--- config.mk ---
export PLATFORM = sky130hd
export DESIGN_NAME = ssc_ctrl
export DESIGN_NICKNAME = d
export VERILOG_FILES = /design/src/design/ssc_pkg.sv /design/src/design/ssc_ctrl.sv
export SDC_FILE = /design/constraint.sdc
export NUM_CORES = 1
export LEC_CHECK = 0
export BUFFER_PORTS_ARGS = -buffer_cell sky130_fd_sc_hd__buf_2
export CAP_MARGIN = 10
export CORE_UTILIZATION = 51
export DETAILED_ROUTE_END_ITERATION = 16
export PLACE_DENSITY = 0.79
export SETUP_SLACK_MARGIN = 0.05
export SLEW_MARGIN = 10
export SYNTH_ARGS = -nofsm -noshare
export SYNTH_HDL_FRONTEND = slang
export SYNTH_SLANG_ARGS = --single-unit
--- constraint.sdc ---
create_clock -name clk -period 2.1 [get_ports clk]
set_input_delay 0.315 -clock clk [delete_from_list [all_inputs] [get_ports clk]]
set_output_delay 0.315 -clock clk [all_outputs]
set_load 0.1 [all_outputs]
--- src/design/ssc_pkg.sv ---
// ----------------------------------------------------------------------------
// ssc_pkg
// Shared widths, coefficient bundle and controller command codes for the
// stereo state-variable-filter soft-clip distortion block.
// ----------------------------------------------------------------------------
package ssc_pkg;

  localparam int SAMPLE_BITS    = 24;
  localparam int COEF_FRAC_BITS = 16;
  localparam int STATE_BITS     = SAMPLE_BITS + 8;
  localparam int FRAC_BITS      = SAMPLE_BITS - 1;
  localparam int COEF_W         = 24;   // signed Q8.16 coefficients
  localparam int DRIVE_W        = 23;
  localparam int GAIN_W         = 17;
  localparam int NUM_REGS       = 8;
  localparam int CFG_IDX_W      = $clog2(NUM_REGS);

  // clipper operand: +/-1.0 in Q1.F plus a sign
  localparam int CLIP_W  = SAMPLE_BITS + 1;
  // multiplier operands and product
  localparam int MUL_A_W = STATE_BITS + 1;
  localparam int MUL_B_W = (CLIP_W > COEF_W + 1) ? CLIP_W : COEF_W + 1;
  localparam int PROD_W  = MUL_A_W + MUL_B_W;
  // difference*highpass plus two clipped terms
  localparam int SUM_W   = STATE_BITS + COEF_W - COEF_FRAC_BITS + 1;

  localparam logic [CFG_IDX_W-1:0] REG_FEEDBACK = CFG_IDX_W'(0);
  localparam logic [CFG_IDX_W-1:0] REG_TUNE     = CFG_IDX_W'(1);
  localparam logic [CFG_IDX_W-1:0] REG_UPDATE   = CFG_IDX_W'(2);
  localparam logic [CFG_IDX_W-1:0] REG_HIGHPASS = CFG_IDX_W'(3);
  localparam logic [CFG_IDX_W-1:0] REG_DRIVE    = CFG_IDX_W'(4);
  localparam logic [CFG_IDX_W-1:0] REG_TRIM     = CFG_IDX_W'(5);
  localparam logic [CFG_IDX_W-1:0] REG_DRY      = CFG_IDX_W'(6);
  localparam logic [CFG_IDX_W-1:0] REG_WET      = CFG_IDX_W'(7);

  typedef struct packed {
    logic signed [COEF_W-1:0] feedback;
    logic signed [COEF_W-1:0] tune;
    logic signed [COEF_W-1:0] update;
    logic signed [COEF_W-1:0] highpass;
    logic [DRIVE_W-1:0]       drive;
    logic [GAIN_W-1:0]        trim;
    logic [GAIN_W-1:0]        dry;
    logic [GAIN_W-1:0]        wet;
  } coef_t;

  // operand pair fed to the lane multiplier
  typedef enum logic [3:0] {
    MUL_NONE,
    MUL_LOW_TUNE,
    MUL_BAND_FB,
    MUL_DIFF_UPD,
    MUL_DIFF_HP,
    MUL_BAND_DRV,
    MUL_LOW_DRV,
    MUL_XB_XB,
    MUL_X2B_XB,
    MUL_XL_XL,
    MUL_X2L_XL,
    MUL_IN_DRY,
    MUL_SUM_TRIM,
    MUL_WET_WG
  } mul_op_t;

  // register that takes the previous product
  typedef enum logic [3:0] {
    WB_NONE,
    WB_BAND,
    WB_DIFF,
    WB_LOW,
    WB_SUM_HP,
    WB_XB,
    WB_X2B,
    WB_CB,
    WB_XL,
    WB_X2L,
    WB_CL,
    WB_ACC,
    WB_WET,
    WB_MIX
  } wb_op_t;

  typedef struct packed {
    logic    in_load;
    logic    out_load;
    mul_op_t mul_op;
    wb_op_t  wb_op;
  } ssc_cmd_t;

endpackage

--- src/design/ssc_ctrl.sv ---
// ----------------------------------------------------------------------------
// ssc_ctrl
// Sequencer: takes an item, steps both lanes through the multiply and
// writeback schedule, then hands the result to the output register.
// ----------------------------------------------------------------------------
module ssc_ctrl (
  input  logic              clk,
  input  logic              rst,
  input  logic              in_valid,
  output logic              in_ready,
  input  logic              out_free,
  output ssc_pkg::ssc_cmd_t cmd
);
  import ssc_pkg::*;

  localparam int          STEP_W    = 5;
  localparam logic [STEP_W-1:0] LAST_STEP = STEP_W'(17);

  typedef enum logic [2:0] {
    ST_IDLE = 3'b001,
    ST_RUN  = 3'b010,
    ST_HOLD = 3'b100
  } state_t;

  state_t            state;
  state_t            state_next;
  logic [STEP_W-1:0] step;
  logic [STEP_W-1:0] step_next;
  mul_op_t           mul_op;
  wb_op_t            wb_op;

  // a product issued in one step is written back in the next one
  always_comb begin
    mul_op = MUL_NONE;
    wb_op  = WB_NONE;
    unique case (step)
      STEP_W'(0):  begin mul_op = MUL_LOW_TUNE; wb_op = WB_NONE;   end
      STEP_W'(1):  begin mul_op = MUL_IN_DRY;   wb_op = WB_BAND;   end
      STEP_W'(2):  begin mul_op = MUL_BAND_FB;  wb_op = WB_ACC;    end
      STEP_W'(3):  begin mul_op = MUL_BAND_DRV; wb_op = WB_DIFF;   end
      STEP_W'(4):  begin mul_op = MUL_DIFF_UPD; wb_op = WB_XB;     end
      STEP_W'(5):  begin mul_op = MUL_XB_XB;    wb_op = WB_LOW;    end
      STEP_W'(6):  begin mul_op = MUL_DIFF_HP;  wb_op = WB_X2B;    end
      STEP_W'(7):  begin mul_op = MUL_X2B_XB;   wb_op = WB_SUM_HP; end
      STEP_W'(8):  begin mul_op = MUL_LOW_DRV;  wb_op = WB_CB;     end
      STEP_W'(9):  begin mul_op = MUL_NONE;     wb_op = WB_XL;     end
      STEP_W'(10): begin mul_op = MUL_XL_XL;    wb_op = WB_NONE;   end
      STEP_W'(11): begin mul_op = MUL_NONE;     wb_op = WB_X2L;    end
      STEP_W'(12): begin mul_op = MUL_X2L_XL;   wb_op = WB_NONE;   end
      STEP_W'(13): begin mul_op = MUL_NONE;     wb_op = WB_CL;     end
      STEP_W'(14): begin mul_op = MUL_SUM_TRIM; wb_op = WB_NONE;   end
      STEP_W'(15): begin mul_op = MUL_NONE;     wb_op = WB_WET;    end
      STEP_W'(16): begin mul_op = MUL_WET_WG;   wb_op = WB_NONE;   end
      STEP_W'(17): begin mul_op = MUL_NONE;     wb_op = WB_MIX;    end
      default:     begin mul_op = MUL_NONE;     wb_op = WB_NONE;   end
    endcase
  end

  always_comb begin
    state_next   = state;
    step_next    = step;
    in_ready     = 1'b0;
    cmd.in_load  = 1'b0;
    cmd.out_load = 1'b0;
    cmd.mul_op   = MUL_NONE;
    cmd.wb_op    = WB_NONE;
    unique case (state)
      ST_IDLE: begin
        in_ready = 1'b1;
        if (in_valid) begin
          cmd.in_load = 1'b1;
          step_next   = '0;
          state_next  = ST_RUN;
        end
      end
      ST_RUN: begin
        cmd.mul_op = mul_op;
        cmd.wb_op  = wb_op;
        step_next  = step + STEP_W'(1);
        if (step == LAST_STEP) begin
          state_next = ST_HOLD;
        end
      end
      ST_HOLD: begin
        if (out_free) begin
          cmd.out_load = 1'b1;
          state_next   = ST_IDLE;
        end
      end
      default: begin
        state_next = ST_IDLE;
      end
    endcase
  end

  always_ff @(posedge clk) begin
    if (rst) begin
      state <= ST_IDLE;
      step  <= '0;
    end else begin
      state <= state_next;
      step  <= step_next;
    end
  end

endmodule

==> impl_metrics.env <==
export IMPL_status="complete, but fails checks"
export IMPL_violations="negative setup slack"
export IMPL_cellInternalPower_w=0.000474
export IMPL_critical_path_arrival_ps=2300
export IMPL_synthesis_instances=130
export IMPL_ranking_of_synthesized_cells_by_area="sky130_fd_sc_hd__dfxtp_1, sky130_fd_sc_hd__ha_1, sky130_fd_sc_hd__and2_1"
export IMPL_slew_headroom_pct=67.8
export IMPL_area_growth_syn_to_layout_pct=45.4
export IMPL_gp_routability_congestion=0.956
export IMPL_fp_dieH_um=50.6
export IMPL_power_ir_vdd_worst_mv=0.392
export IMPL_routed_wire_length_per_instance_um=19.0
export IMPL_num_antenna_cells=0
export IMPL_synth_seq_area_share_pct=26.6
export IMPL_timing_final_hold_violations=0
export IMPL_clkSinkCount=16
export IMPL_holdWs_ps=348
export IMPL_cts_tree="done"
export IMPL_firstDrtPassIters=4
export IMPL_globalRouteMet1Util_pct=39.2
export IMPL_postLayoutSetupSlackWorst_ps=-10.8
export IMPL_dieArea_um2=2560
export IMPL_setup_viol=1
export IMPL_nFillCells=131
export IMPL_grt_start_max_net_pins=13
export IMPL_core_um2=2210
export IMPL_number_of_antenna_violations_at_the_first_check_in_global_routing=0
export IMPL_worst_hold_class="in2reg"
export IMPL_grt_busiest_layer="met2"
export IMPL_synthDominantCellAreaShare_pct=26.6
export IMPL_synth_net_count=141
export IMPL_final_cells=194
export IMPL_synth_lib_cells_used_distinct=53
export IMPL_num_rows=17
export IMPL_number_of_nets_in_the_layout=178
export IMPL_ant_nets=0
export IMPL_dpl_hpwl_um=2380
export IMPL_power_per_cell_area_nw_per_um2=398
export IMPL_clk_transition_reported_paths_ps=100
export IMPL_routed_via_count=1227
export IMPL_clkLatencyLatePin_ps=300
export IMPL_fin_worst_skew_ps=1.96
export IMPL_cts_htree_levels=1
export IMPL_net_switching_power_w=0.000224
export IMPL_syn_avg_cell_area_um2=9.27
export IMPL_post_detailed_route_drc_marker_count=0
export IMPL_globalRouteOverflowTotal=0
export IMPL_cts_root_buffer_cell="sky130_fd_sc_hd__clkbuf_4"
export IMPL_grtUsageMet3_pct=5.45
export IMPL_grt_pass1_vias=1160
export IMPL_final_critical_path_share_of_the_clock_period_pct=101
export IMPL_power_switching_share_pct=32.1
export IMPL_grt_setup_unrepaired="true"
export IMPL_postSynthRegisterBits=16
export IMPL_die_x_um=50.6
export IMPL_synth_warnings=0
export IMPL_async_reset_ff_share_pct=0
export IMPL_max_freq_mhz=474
export IMPL_clockPowerShare_pct=30.9
export IMPL_ctsLongestPathBuffers=2
export IMPL_comb_power_share_pct=24.0
export IMPL_max_slew_worst_pin_slew_ps=486
export IMPL_drt_iter0_drc=69
export IMPL_final_util_pct=79.2
export IMPL_critPathLaunchType="flip-flop"
export IMPL_min_period_ps=2110
export IMPL_timing_max_transition_violations_final=0
export IMPL_power_share_sequential_pct=45.2
export IMPL_p_leak_nw=0.682
export IMPL_route_detailed_vias_per_inst=6.32
export IMPL_mappedNetlistArea_um2=1200
export IMPL_place_port_buffers=14
export IMPL_crit_path_end_kind="flip-flop"
export IMPL_globalRouteMet2Util_pct=42.9
export IMPL_critical_path_max_fanout=6
export IMPL_grt_usage_pct=29.3
export IMPL_worstSetupPathType="reg2reg"
export IMPL_yosys_most_used_dff="sky130_fd_sc_hd__dfxtp_1"
export IMPL_crit_path_required_time_ps=2290
export IMPL_cts_buffers_inserted=3
export IMPL_design_portCount=15
export IMPL_post_synth_edffs=0
export IMPL_effective_utilization_at_floorplan_pct=54.5
export IMPL_place_inst=183
export IMPL_grt_pass1_wl_um=5450
export IMPL_cap_violations=0
export IMPL_drt_total_wl_um=3680
export IMPL_yosysTopAreaCell="sky130_fd_sc_hd__dfxtp_1"
export IMPL_final_layout_size_suffix_gt1_share_pct=51.8
[through the flow]
stage               worst slack [ps]  total power [W]  area (µm²)  setup TNS (ps)
CTS                             18.8         0.000675        1610               0
global route                   -94.7         0.000724        1750            -163
floorplan                       -434         0.000430        1220            -434
finish                         -10.8         0.000698        1750           -10.8
detailed placement             -69.0         0.000464        1530           -75.3
global placement                11.1         0.000461        1530               0
[power groups by stage]
stage                     Combinational, W  Sequential, W  Clock, W
after floorplan                   0.000109       0.000321         0
after global placement            0.000140       0.000321         0
after CTS                         0.000148       0.000315  0.000212
final                             0.000167       0.000315  0.000215
after global routing              0.000175       0.000316  0.000232
after detailed placement          0.000143       0.000322         0
[worst paths after layout]
kind                                   to  slack (ps)  cells after the start     start
worst max register to register  mul_op[2]         -10                      9  state[0]
worst min-delay path             state[1]         350                      2       rst
worst max-delay path            mul_op[2]         -10                      9  state[0]
worst min register to register   state[2]         730                      3  state[1]
[final cells by class]
cell class	count	area (µm²)	share of cell area, %
tap	28	35.0	2.00
timing repair buffer	39	385	22.0
clock buffer	4	36.3	2.07
sequential	16	325	18.6
inverter	14	62.6	3.57
multi-input combinational	93	907	51.8
[placed cells by master (no fill, tap or decap), types with 3 or more instances in the layout]
cell type / synthesis / layout
sky130_fd_sc_hd__nand2_1: 7 / 6
sky130_fd_sc_hd__clkbuf_4: 0 / 3
sky130_fd_sc_hd__buf_12: 0 / 8
sky130_fd_sc_hd__buf_2: 0 / 6
sky130_fd_sc_hd__dfxtp_2: 0 / 4
sky130_fd_sc_hd__ha_1: 7 / 3
sky130_fd_sc_hd__dfxtp_1: 16 / 12
sky130_fd_sc_hd__inv_2: 3 / 5
sky130_fd_sc_hd__nor2_1: 3 / 3
sky130_fd_sc_hd__and2_1: 9 / 9
sky130_fd_sc_hd__buf_4: 3 / 23
sky130_fd_sc_hd__nor3_1: 5 / 5
sky130_fd_sc_hd__a21oi_1: 7 / 6
sky130_fd_sc_hd__inv_1: 10 / 6
[cells by family after synthesis]
group / count (synthesis) / synth area share (%)
AOI/OAI and AO/OA: 36 / 25.4
adders and majority gates: 7 / 7.27
buffers and inverters: 21 / 9.14
and+or+nand+nor: 43 / 24.4
xor gates and xnor gates: 3 / 2.80
DFF: 16 / 26.6
muxes: 4 / 4.36
[flip-flops by register name, summed over array words and instances (netlist names)]
| name | count |
|---|---|
| state | 3 |
| step | 5 |
| wb_op | 4 |
| mul_op | 4 |
[synth_stat cells, types with 3 or more instances]
library cell               number
sky130_fd_sc_hd__a211oi_1       3
sky130_fd_sc_hd__a21oi_1        7
sky130_fd_sc_hd__and2_1         9
sky130_fd_sc_hd__buf_4          3
sky130_fd_sc_hd__dfxtp_1       16
sky130_fd_sc_hd__ha_1           7
sky130_fd_sc_hd__inv_1         10
sky130_fd_sc_hd__inv_2          3
sky130_fd_sc_hd__mux2i_1        3
sky130_fd_sc_hd__nand2_1        7
sky130_fd_sc_hd__nor2_1         3
sky130_fd_sc_hd__nor3_1         5
sky130_fd_sc_hd__nor3b_1        3
sky130_fd_sc_hd__o221ai_1       3
sky130_fd_sc_hd__or3_1          3
[metal layers]
metal,part of all wire [%],vias up
li1,-,556
met1,43,608
met2,48,53
met3,6.3,10
met4,2.8,0
met5,0,-
[repair_timing]
action | 4_1_cts | 5_1_grt
hold buffers | 0 | 0
pin swaps | 2 | 11
resized for setup | 5 | 26
buffers inserted | 4 | 3
setup endpoints to repair | 11 | 18
[critical path, cell delays in order (launching register included)]
cell and delay, ps:
sky130_fd_sc_hd__dfxtp_2 350, sky130_fd_sc_hd__buf_6 130, sky130_fd_sc_hd__nand3b_1 160, sky130_fd_sc_hd__a21oi_2 70, sky130_fd_sc_hd__a2111o_1 510, sky130_fd_sc_hd__ha_4 300, sky130_fd_sc_hd__inv_2 70, sky130_fd_sc_hd__nand2_2 50
sky130_fd_sc_hd__o32ai_2 270, sky130_fd_sc_hd__o31ai_1 90
Power figures use the tool's default switching activity.
