File: config.mk
export PLATFORM = sky130hd
export DESIGN_NAME = ssc_lane
export DESIGN_NICKNAME = d
export VERILOG_FILES = /design/src/design/ssc_pkg.sv /design/src/design/ssc_lane.sv
export SDC_FILE = /design/constraint.sdc
export NUM_CORES = 2
export LEC_CHECK = 0
export BUFFER_PORTS_ARGS = -buffer_cell sky130_fd_sc_hd__buf_2
export CORE_MARGIN = 1.5
export CORE_UTILIZATION = 50
export DETAILED_ROUTE_END_ITERATION = 7
export PLACE_DENSITY = 0.69
export REMOVE_ABC_BUFFERS = 1
export SLEW_MARGIN = 20
export SYNTH_ARGS = -nofsm -noshare
export SYNTH_HDL_FRONTEND = slang
export SYNTH_SLANG_ARGS = --single-unit
File: constraint.sdc
create_clock -name clk -period 16.4 [get_ports clk]
set_input_delay 1.64 -clock clk [delete_from_list [all_inputs] [get_ports clk]]
set_output_delay 1.64 -clock clk [all_outputs]
set_load 0.1 [all_outputs]
File: src/design/ssc_pkg.sv
// ----------------------------------------------------------------------------
// ssc_pkg
// Shared widths, coefficient bundle and controller command codes for the
// stereo state-variable-filter soft-clip distortion block.
// ----------------------------------------------------------------------------
package ssc_pkg;

  localparam int SAMPLE_BITS    = 24;
  localparam int COEF_FRAC_BITS = 16;
  localparam int STATE_BITS     = SAMPLE_BITS + 8;
  localparam int FRAC_BITS      = SAMPLE_BITS - 1;
  localparam int COEF_W         = 24;   // signed Q8.16 coefficients
  localparam int DRIVE_W        = 23;
  localparam int GAIN_W         = 17;
  localparam int NUM_REGS       = 8;
  localparam int CFG_IDX_W      = $clog2(NUM_REGS);

  // clipper operand: +/-1.0 in Q1.F plus a sign
  localparam int CLIP_W  = SAMPLE_BITS + 1;
  // multiplier operands and product
  localparam int MUL_A_W = STATE_BITS + 1;
  localparam int MUL_B_W = (CLIP_W > COEF_W + 1) ? CLIP_W : COEF_W + 1;
  localparam int PROD_W  = MUL_A_W + MUL_B_W;
  // difference*highpass plus two clipped terms
  localparam int SUM_W   = STATE_BITS + COEF_W - COEF_FRAC_BITS + 1;

  localparam logic [CFG_IDX_W-1:0] REG_FEEDBACK = CFG_IDX_W'(0);
  localparam logic [CFG_IDX_W-1:0] REG_TUNE     = CFG_IDX_W'(1);
  localparam logic [CFG_IDX_W-1:0] REG_UPDATE   = CFG_IDX_W'(2);
  localparam logic [CFG_IDX_W-1:0] REG_HIGHPASS = CFG_IDX_W'(3);
  localparam logic [CFG_IDX_W-1:0] REG_DRIVE    = CFG_IDX_W'(4);
  localparam logic [CFG_IDX_W-1:0] REG_TRIM     = CFG_IDX_W'(5);
  localparam logic [CFG_IDX_W-1:0] REG_DRY      = CFG_IDX_W'(6);
  localparam logic [CFG_IDX_W-1:0] REG_WET      = CFG_IDX_W'(7);

  typedef struct packed {
    logic signed [COEF_W-1:0] feedback;
    logic signed [COEF_W-1:0] tune;
    logic signed [COEF_W-1:0] update;
    logic signed [COEF_W-1:0] highpass;
    logic [DRIVE_W-1:0]       drive;
    logic [GAIN_W-1:0]        trim;
    logic [GAIN_W-1:0]        dry;
    logic [GAIN_W-1:0]        wet;
  } coef_t;

  // operand pair fed to the lane multiplier
  typedef enum logic [3:0] {
    MUL_NONE,
    MUL_LOW_TUNE,
    MUL_BAND_FB,
    MUL_DIFF_UPD,
    MUL_DIFF_HP,
    MUL_BAND_DRV,
    MUL_LOW_DRV,
    MUL_XB_XB,
    MUL_X2B_XB,
    MUL_XL_XL,
    MUL_X2L_XL,
    MUL_IN_DRY,
    MUL_SUM_TRIM,
    MUL_WET_WG
  } mul_op_t;

  // register that takes the previous product
  typedef enum logic [3:0] {
    WB_NONE,
    WB_BAND,
    WB_DIFF,
    WB_LOW,
    WB_SUM_HP,
    WB_XB,
    WB_X2B,
    WB_CB,
    WB_XL,
    WB_X2L,
    WB_CL,
    WB_ACC,
    WB_WET,
    WB_MIX
  } wb_op_t;

  typedef struct packed {
    logic    in_load;
    logic    out_load;
    mul_op_t mul_op;
    wb_op_t  wb_op;
  } ssc_cmd_t;

endpackage

File: src/design/ssc_lane.sv
// ----------------------------------------------------------------------------
// ssc_lane
// One channel datapath: filter state, one shared multiplier with a product
// register, rounding and saturation on writeback.
// ----------------------------------------------------------------------------
module ssc_lane (
  input  logic                                clk,
  input  logic                                rst,
  input  ssc_pkg::ssc_cmd_t                   cmd,
  input  ssc_pkg::coef_t                      coef,
  input  logic signed [ssc_pkg::SAMPLE_BITS-1:0] sample_in,
  output logic signed [ssc_pkg::SAMPLE_BITS-1:0] sample_out
);
  import ssc_pkg::*;

  localparam int EXT_W = PROD_W + 1;
  localparam int WET_W = STATE_BITS + 1;
  localparam logic signed [PROD_W-1:0] HALF_C = PROD_W'(1) <<< (COEF_FRAC_BITS - 1);
  localparam logic signed [PROD_W-1:0] HALF_F = PROD_W'(1) <<< (FRAC_BITS - 1);
  localparam logic signed [EXT_W-1:0]  HALF_M = EXT_W'(1) <<< (COEF_FRAC_BITS - 1);

  function automatic logic signed [STATE_BITS-1:0] sat_st(input logic signed [EXT_W-1:0] v);
    logic signed [EXT_W-1:0] hi;
    logic signed [EXT_W-1:0] lo;
    hi = (EXT_W'(1) <<< (STATE_BITS - 1)) - EXT_W'(1);
    lo = -hi - EXT_W'(1);
    if (v > hi) return hi[STATE_BITS-1:0];
    else if (v < lo) return lo[STATE_BITS-1:0];
    else return v[STATE_BITS-1:0];
  endfunction

  function automatic logic signed [SAMPLE_BITS-1:0] sat_smp(input logic signed [EXT_W-1:0] v);
    logic signed [EXT_W-1:0] hi;
    logic signed [EXT_W-1:0] lo;
    hi = (EXT_W'(1) <<< (SAMPLE_BITS - 1)) - EXT_W'(1);
    lo = -hi - EXT_W'(1);
    if (v > hi) return hi[SAMPLE_BITS-1:0];
    else if (v < lo) return lo[SAMPLE_BITS-1:0];
    else return v[SAMPLE_BITS-1:0];
  endfunction

  // hard limit of the clipper input to +/-1.0
  function automatic logic signed [CLIP_W-1:0] clamp_x(input logic signed [PROD_W-1:0] v);
    logic signed [PROD_W-1:0] one;
    one = PROD_W'(1) <<< FRAC_BITS;
    if (v > one) return one[CLIP_W-1:0];
    else if (v < -one) return -one[CLIP_W-1:0];
    else return v[CLIP_W-1:0];
  endfunction

  // (3x - x^3) / 2, rounded; at x = +/-1 this returns x itself
  function automatic logic signed [CLIP_W-1:0] cubic(input logic signed [CLIP_W-1:0] x,
                                                     input logic signed [CLIP_W-1:0] x3);
    logic signed [CLIP_W+3:0] t;
    t = (CLIP_W+4)'(x) * (CLIP_W+4)'(3) - (CLIP_W+4)'(x3) + (CLIP_W+4)'(1);
    t = t >>> 1;
    return t[CLIP_W-1:0];
  endfunction

  logic signed [SAMPLE_BITS-1:0] in_smp;
  logic signed [STATE_BITS-1:0]  band;
  logic signed [STATE_BITS-1:0]  low;
  logic signed [STATE_BITS-1:0]  diff;
  logic signed [SUM_W-1:0]       sum;
  logic signed [CLIP_W-1:0]      xb;
  logic signed [CLIP_W-1:0]      xl;
  logic signed [CLIP_W-1:0]      x2b;
  logic signed [CLIP_W-1:0]      x2l;
  logic signed [PROD_W-1:0]      acc;
  logic signed [WET_W-1:0]       wet;
  logic signed [SAMPLE_BITS-1:0] mix;
  logic signed [PROD_W-1:0]      prod;

  logic signed [MUL_A_W-1:0] op_a;
  logic signed [MUL_B_W-1:0] op_b;
  logic signed [PROD_W-1:0]  r_coef;
  logic signed [PROD_W-1:0]  r_frac;
  logic signed [CLIP_W-1:0]  x3;
  logic signed [EXT_W-1:0]   mix_sum;

  always_comb begin
    op_a = '0;
    op_b = '0;
    unique case (cmd.mul_op)
      MUL_LOW_TUNE: begin
        op_a = MUL_A_W'(low);
        op_b = MUL_B_W'(coef.tune);
      end
      MUL_BAND_FB: begin
        op_a = MUL_A_W'(band);
        op_b = MUL_B_W'(coef.feedback);
      end
      MUL_DIFF_UPD: begin
        op_a = MUL_A_W'(diff);
        op_b = MUL_B_W'(coef.update);
      end
      MUL_DIFF_HP: begin
        op_a = MUL_A_W'(diff);
        op_b = MUL_B_W'(coef.highpass);
      end
      MUL_BAND_DRV: begin
        op_a = MUL_A_W'(band);
        op_b = MUL_B_W'(signed'({1'b0, coef.drive}));
      end
      MUL_LOW_DRV: begin
        op_a = MUL_A_W'(low);
        op_b = MUL_B_W'(signed'({1'b0, coef.drive}));
      end
      MUL_XB_XB: begin
        op_a = MUL_A_W'(xb);
        op_b = MUL_B_W'(xb);
      end
      MUL_X2B_XB: begin
        op_a = MUL_A_W'(x2b);
        op_b = MUL_B_W'(xb);
      end
      MUL_XL_XL: begin
        op_a = MUL_A_W'(xl);
        op_b = MUL_B_W'(xl);
      end
      MUL_X2L_XL: begin
        op_a = MUL_A_W'(x2l);
        op_b = MUL_B_W'(xl);
      end
      MUL_IN_DRY: begin
        op_a = MUL_A_W'(in_smp);
        op_b = MUL_B_W'(signed'({1'b0, coef.dry}));
      end
      MUL_SUM_TRIM: begin
        op_a = MUL_A_W'(signed'(sum[STATE_BITS-1:0]));
        op_b = MUL_B_W'(signed'({1'b0, coef.trim}));
      end
      MUL_WET_WG: begin
        op_a = MUL_A_W'(wet);
        op_b = MUL_B_W'(signed'({1'b0, coef.wet}));
      end
      default: begin
        op_a = '0;
        op_b = '0;
      end
    endcase
  end

  // round half up at the coefficient and the sample binary point
  assign r_coef  = (prod + HALF_C) >>> COEF_FRAC_BITS;
  assign r_frac  = (prod + HALF_F) >>> FRAC_BITS;
  assign x3      = CLIP_W'(r_frac);
  assign mix_sum = (EXT_W'(acc) + EXT_W'(prod) + HALF_M) >>> COEF_FRAC_BITS;

  always_ff @(posedge clk) begin
    prod <= op_a * op_b;
    if (cmd.in_load) begin
      in_smp <= sample_in;
    end
    unique case (cmd.wb_op)
      WB_DIFF:   diff <= sat_st(EXT_W'(r_coef) + EXT_W'(low) - EXT_W'(in_smp));
      WB_SUM_HP: sum  <= SUM_W'(r_coef);
      WB_XB:     xb   <= clamp_x(r_coef);
      WB_X2B:    x2b  <= CLIP_W'(r_frac);
      WB_CB:     sum  <= sum + SUM_W'(cubic(xb, x3));
      WB_XL:     xl   <= clamp_x(r_coef);
      WB_X2L:    x2l  <= CLIP_W'(r_frac);
      WB_CL:     sum  <= SUM_W'(sat_st(EXT_W'(sum) + EXT_W'(cubic(xl, x3))));
      WB_ACC:    acc  <= prod;
      WB_WET:    wet  <= WET_W'(r_coef);
      WB_MIX:    mix  <= sat_smp(mix_sum);
      default: ;
    endcase
  end

  // integrator state
  always_ff @(posedge clk) begin
    if (rst) begin
      band <= '0;
      low  <= '0;
    end else begin
      if (cmd.wb_op == WB_BAND) begin
        band <= sat_st(EXT_W'(band) + EXT_W'(r_coef));
      end
      if (cmd.wb_op == WB_LOW) begin
        low <= sat_st(EXT_W'(low) + EXT_W'(r_coef));
      end
    end
  end

  assign sample_out = mix;

endmodule

==> impl_metrics.toml <==
[status]
status = "completed"

[clock_tree]
cts_buffer_depth = 3
clk_pin_slew_ps = 60
insertion_delay_ps = 650
cts_resized = 0
cts_max_level = 2
cts-root-buf = "clkbuf_16"
cts_tree = "built"
ctsHoldBuffers = 0
post_cts_buffers = 0
clock_sinks = 434
numCtsBuffers = 51

[floorplan]
io-pin-count = 230
initial_core_util_pct = 50.44
coreArea_sq_um = 129500
fp-row-count = 132
dieArea_sq_um = 132800
die_x_um = 364.4
die_h_um = 364.4

[final_layout]
area_delta_synth_final_pct = 8.544
mostFrequentLayoutCell = "inv_1"
nets = 9101
drive_gt1_share_pct = 7.499
fillers = 11860
layout_common_cells = "inv_1, fa_1, nand2_1"

[route]
vias = 54785
wirelength_um = 216500
dr.pass1.iters = 8
antenna_left = 0
vias_per_cell = 5.945
wl_per_cell_um = 23.49
drc_errors = 0
drt_iter0_markers = 5594

[setup_path]
crit_slowest_cell = "o41ai_1"
reg2reg_slack_ps = 5430
r2r-start = "prod[23]"
path_class = "in -> reg"
start_kind = "primary input"
worstPathMaxFanout = 32
worst_path_most_repeated_cell = "fa_1"
cp.arrival_ps = 13040
endpoint_kind = "flop"
required_ps = 16910
cp_slowest_stage_delay_ps = 800
cp-startpoint = "cmd[4]"

[synth]
yosys_warnings = 0
ys_seq_elements = 434
seq_area_frac_synth_pct = 18.08
ys_top_cells_by_area = "fa_1, edfxtp_1, ha_1"
synthArstFlopShare_pct = 0
netlist.area_leader.share_pct = 27.43
synth_top_area_cell = "fa_1"
syn_inst = 7274
ys_types = 90
netlist_area_sq_um = 65310
synth-edff-count = 312
synthFlopType = "edfxtp_1"
syn_avg_cell_area_sq_um = 8.979

[min_path]
min_from = "prod[0]"
hp-class = "reg -> reg"

[flow_run]
cap_violations = 0

[global_routing]
antenna_found_initial = 5
grt_usage_pct = 32.64
use_met3_pct = 6.881
gr-usage-met2_pct = 50.91
grt.met1_usage_pct = 43.23
gr-total-overflow = 0
grt_pass1_vias = 53767
grt_pass1_wl_um = 327300
top_usage_layer = "met2"
grt_max_degree = 65

[place]
gp_congestion = 0.9584
port_buffers = 228
hpwl_um = 171800

[sta]
final_hold_viol_count = 0
rsz0062_at_grt = "no"
drv_slew = 0
tightestPinTransition_ps = 1190
finClkSkew_ps = 38.04
period_minus_slack_ps = 12530
fin_setup_tns_ps = 0
fin_crit_sh_pct = 76.41
maxSlewHeadroom_pct = 20.39
fmax_mhz = 79.80
finalSetupViolCount = 0
[worst max-delay path, delay by kind of cell]
kind,cells,cell delay [ps]
AO/OA/AOI/OAI,10,2860
XOR/XNOR,1,130
adder cells (fa/ha/maj),8,3930
buffers and inverters,8,1790
AND/OR/NAND/NOR,8,2640
[cell usage after synthesis (all sizes together) (23+ instances only)]
cell type / instances
nor2: 529
and2: 68
xor2: 113
nand2b: 67
a21o: 250
buf: 33
ha: 575
a211o: 29
o21bai: 51
a211oi: 111
clkbuf: 238
inv: 1215
nor4: 23
o21ai: 176
nand4: 52
and3: 52
nor3: 84
o211ai: 56
nand2: 867
a222oi: 39
a22oi: 109
edfxtp: 312
xnor2: 268
nand3: 118
o21a: 59
a2111oi: 28
nor2b: 49
a22o: 39
a221oi: 28
fa: 895
dfxtp: 122
a21oi: 333
a31oi: 38
[flip-flops by register name (all words and copies together) (netlist names)]
register and count:
x2b 25, band 32, sum 41, sample_out 24, diff 32, acc 58, wet 33, xb 25
low 32, in_smp 24, x2l 25, xl 25, prod 58
[per-layer routing]
layer,share of wire (%),routed length [um]
met1,40,85900
met2,45,96610
met4,5.7,12290
met3,10,21650
met5,0.0055,12
[through the flow]
stage	cells	area [sq um]	setup WS, ps	hold slack (ps)	utilization, %
after floorplan	7003	64270	4452	408.1	-
after global placement	9111	69070	3657	418.5	53.34
after detailed placement	9111	69070	3486	423.1	53.35
after CTS	9207	70860	4113	442.1	54.72
after global routing	9211	70880	3395	452.7	54.74
final	9216	70890	3869	439.3	54.75
[worst paths after layout]
kind,to,cells past startpoint
hold reg to reg,acc[0],0
setup / recovery,prod[51],35
hold / removal,acc[0],0
setup reg to reg,sum[17],39
[cell families after synthesis]
group,after synthesis,share of synthesized area [%]
compound gates,1496,16.04
simple gates,1990,13.47
flops,434,18.08
xor+xnor,381,5.109
fa+ha+maj,1470,38.45
mux,17,0.2663
buf+inv,1486,8.578
[area by class of cell]
| class | count | area (sq um) | share of cell area [%] |
|---|---|---|---|
| multi-input cells | 5354 | 48350 | 68.20 |
| flip-flops and latches | 434 | 11810 | 16.66 |
| inverters | 1215 | 4561 | 6.433 |
| repair buffers | 369 | 2197 | 3.099 |
| well taps | 1742 | 2180 | 3.074 |
| clock buffers | 57 | 1341 | 1.892 |
| clock inverters | 39 | 440.4 | 0.6212 |
| diodes | 6 | 15.01 | 0.02118 |
Power is left out: the tool's default activity adds up to more than one toggle a clock period on the data nets, which glitch-free logic cannot reach.
